### config.mk
export PLATFORM = sky130hd
export DESIGN_NAME = rkim_ram
export DESIGN_NICKNAME = d
export VERILOG_FILES = /design/src/hdl/rkim_ram.sv
export SDC_FILE = /design/constraint.sdc
export NUM_CORES = 1
export LEC_CHECK = 0
export BUFFER_PORTS_ARGS = -buffer_cell sky130_fd_sc_hd__buf_2
export CORE_AREA = 2 2 148 150
export DETAILED_ROUTE_END_ITERATION = 7
export DIE_AREA = 0 0 150 152
export PLACE_DENSITY = 0.48
export SYNTH_ARGS = -nofsm -noshare
export SYNTH_HDL_FRONTEND = slang
export SYNTH_SLANG_ARGS = --single-unit
### constraint.sdc
create_clock -name clk_i -period 4.3 [get_ports clk_i]
set_clock_uncertainty 0.2 [all_clocks]
set_input_delay 0.215 -clock clk_i [delete_from_list [all_inputs] [get_ports clk_i]]
set_output_delay 0.215 -clock clk_i [all_outputs]
set_load 0.03 [all_outputs]
### src/hdl/rkim_ram.sv
// ----------------------------------------------------------------------------
// rkim_ram: generic single-write, single-read RAM
// One write port and one read port with registered read data.
// ----------------------------------------------------------------------------
module rkim_ram #(
  parameter int WIDTH = 8,
  parameter int DEPTH = 16
) (
  input  logic                     clk_i,
  input  logic                     we_i,
  input  logic [$clog2(DEPTH)-1:0] waddr_i,
  input  logic [WIDTH-1:0]         wdata_i,
  input  logic                     re_i,
  input  logic [$clog2(DEPTH)-1:0] raddr_i,
  output logic [WIDTH-1:0]         rdata_o
);

  logic [WIDTH-1:0] mem_q [DEPTH];
  logic [WIDTH-1:0] rdata_q;

  always_ff @(posedge clk_i) begin
    if (we_i) begin
      mem_q[waddr_i] <= wdata_i;
    end
    if (re_i) begin
      rdata_q <= mem_q[raddr_i];
    end
  end

  assign rdata_o = rdata_q;

endmodule
==> results by group <==
Outcome
  • Outcome: completed

Placement
  • Placer congestion estimate: just under 0.7
  • Dpl cells: ~530
  • I/O Buffers: 26
  • HPWL Detailed: just over 7000 um

Synth
  • Synthesized area: about 5200 um2
  • Cell count after synthesis: ~230
  • Post-synth top flop: edfxtp_1
  • Leading area contributor after synthesis: edfxtp_1
  • Ranking of synthesized cells by area: edfxtp_1, mux4_2, mux4_1
  • Synthesized Nets: roughly 250
  • Post-synth top cells: edfxtp_1, mux4_2, a22oi_1
  • Post-synth ARST share: 0
  • EDFF count, synth: 136
  • #FFs+latches synth: about 140
  • Most frequent cell after synthesis: edfxtp_1
  • Synth Area per Inst: approximately 23 um2
  • Library cells used by synthesis: 18
  • Seq/Total Area, Yosys: 0.781
  • Top cell type's share of synthesized area: 0.781
  • Yosys warns: 0

Worst setup path
  • Crit path DAT: 2.25 ns
  • Startpoint type of the worst setup path: input pin
  • Reg-to-reg startpoint: mem_q[3][7]$_DFFE_PP_
  • CP required: about 4.2 ns
  • Critical Path, Cell by Cell: buf_2 -> mux4_2 -> a22oi_1 -> nand2_1
  • Crit-path max cell delay: around 0.84 ns
  • WS Path Type: input pin to register
  • Reg2Reg Setup Slack: between 2 and 2.5 ns
  • Crit path max fanout: 32
  • Reg2Reg Depth: 3
  • Crit. End Element: register
  • Slowest stage cell, crit path: buf_2
  • Reg-to-reg endpoint: rdata_o[7]$_DFFE_PP_

Global routing
  • Vias in the first global route: about 2.5k
  • Global route total overflow: 0
  • First-pass GRT wire length: 17,100 um
  • Gr usage total: 0.108
  • Largest net degree at the start of global routing: 33
  • Initial antenna violation count: 0

Timing
  • Worst slew margin: 0.222
  • RSZ-0062 raised after global routing: no
  • Setup Viol. Count Final: 0
  • Fin crit period: 2.31 ns
  • Slew Viols, Final: 0
  • Endpoints failing hold: 0
  • Fin crit share: 0.536
  • Setup TNS Final: 0 ns
  • Worst-margin pin slew: roughly 1.2 ns
  • Hold WS: between 0.01 and 0.015 ns
  • Fmax: between 0.4 and 0.5 GHz

Min path
  • Worst hold path startpoint: wdata_i[3]
  • Worst Hold End: mem_q[5][3]$_DFFE_PP_
  • Worst hold stages: 1
  • Hold WC Path Type: input pin to register

Pwr
  • Power Dens Cells: around 460 nW/um2
  • Peak VDD IR: between 200 and 250 uV
  • Total power: ~0.0028 W
  • LEAKAGE: around 2.0 nW

Detailed routing
  • Drt wl/cell: approximately 21 um
  • ANT nets after route: 0
  • Vias: roughly 2.5k
  • Vias per cell: around 4.4
  • Final wirelength: roughly 12,000 um
  • First-pass iteration count of the detailed router: 4
  • DRC viols: 0
  • First-iteration detailed-routing DRC count: approximately 250

Cells and area
  • Fin nets: between 200 and 300
  • Ratio of cells with drive above 1 in the final layout: 0.245
  • Fin cells: 562
  • Diode count: 0
  • Area grow syn2layout: 18.1%

Floorplanning
  • Die Footprint: ~23,000 um2
  • Initial cell density of the core: 0.245
  • FP Rows: 54
  • Die X-Extent: about 150 um
  • Io pins: 27
  • Die Span Y: between 150 and 200 um
  • Core footprint: roughly 21,000 um2

Clock network
  • Setup Buffers After CTS: 0
  • Clock Pin Slew Worst Setup and Hold Paths: roughly 0.050 ns
  • Clock Path Buffers: 2
  • Cts bufs inserted: 17
  • Skew-Pair Late Insertion Delay: 0.41 ns
  • CTS tree: done
  • H-tree levels: 4
  • Clock sinks: 136
  • Clock root buffer: clkbuf_16

Run
  • Max cap viols: 0
-- final cells by class --
| class | count | area, um2 |
|---|---|---|
| Clock inverter | 9 | 37.5 |
| Multi-Input combinational cell | 83 | 1060 |
| Clock buffer | 20 | 437 |
| Tap cell | 280 | 350 |
| Fill cell | 2113 | 15200 |
| Timing Repair Buffer | 34 | 203 |
| Sequential cell | 136 | 4080 |
-- what timing repair did --
| item | in CTS | in global routing |
|---|---|---|
| endpoints found under the hold margin | 72 | 0 |
| hold buffers | 5 | 0 |
| setup endpoints to repair | 0 | 0 |
| gates resized for setup | 0 | 0 |
-- metrics by stage --
step / utilization / cell area, um2 / worst slack (ns)
2_1_floorplan: - / 5230 / 2.39
3_3_place_gp: 0.265 / 5650 / 1.55
3_5_place_dp: 0.265 / 5650 / 1.53
4_1_cts: 0.289 / 6170 / 1.97
5_1_grt: 0.289 / 6170 / 1.88
6_report: 0.289 / 6170 / 1.99
-- flip-flops by register name, summed over array words and instances, names as in the netlist --
register	count
mem_q	128
rdata_o	8
-- worst max-delay path, delay by kind of cell --
family	cells	cell delay, ns
buffers and inverters	1	0.84
multiplexers	1	0.61
AO/OA/AOI/OAI	1	0.44
AND/OR/NAND/NOR	1	0.10
-- cell usage in the layout (no fill, tap or decap), drive strengths merged --
cell type and instances:
dlygate4sd3 5, clkbuf 20, and2 1, or3b 1
buf 29, and2b 1, mux4 32, nand3 1
nand3b 2, nor3 4, nor2b 1, a22oi 16
clkinv 9, nor2 13, edfxtp 136, nand2b 2
nand2 9
-- per-layer routing --
layer,GRT usage,vias up,part of all wire
li1,-,1064,-
met4,0.0323,0,0.011
met2,0.154,74,0.46
met5,0,-,0
met1,0.160,1311,0.47
met3,0.0306,11,0.060
-- where the power goes --
part,internal [W],total (W),leakage (nW),switching (W)
combinational,0.0000552,0.000149,0.511,0.0000942
sequential,0.00150,0.00150,1.24,0.00000892
clock,0.000709,0.00119,0.234,0.000477
-- worst max path at each step --
stage	start	endpoint	slack, ns	cells past startpoint
CTS	raddr_i[0]	rdata_o[7]$_DFFE_PP_	1.97	4
finish	raddr_i[0]	rdata_o[7]$_DFFE_PP_	1.99	4
global route	raddr_i[0]	rdata_o[7]$_DFFE_PP_	1.88	4
detailed placement	raddr_i[0]	rdata_o[7]$_DFFE_PP_	1.53	4
floorplan	waddr_i[2]	mem_q[0][0]$_DFFE_PP_	2.39	2
global placement	raddr_i[0]	rdata_o[7]$_DFFE_PP_	1.55	4
-- kinds of logic (layout without fill, tap and decap cells) --
logic type | count (synthesis) | after routing | synth area share
mux | 32 | 32 | 0.148
simple gates | 35 | 35 | 0.0314
flops | 136 | 136 | 0.781
buf+inv | 10 | 63 | 0.0165
compound gates | 16 | 16 | 0.0230
Note: power is estimated with default switching activity, not from simulation.
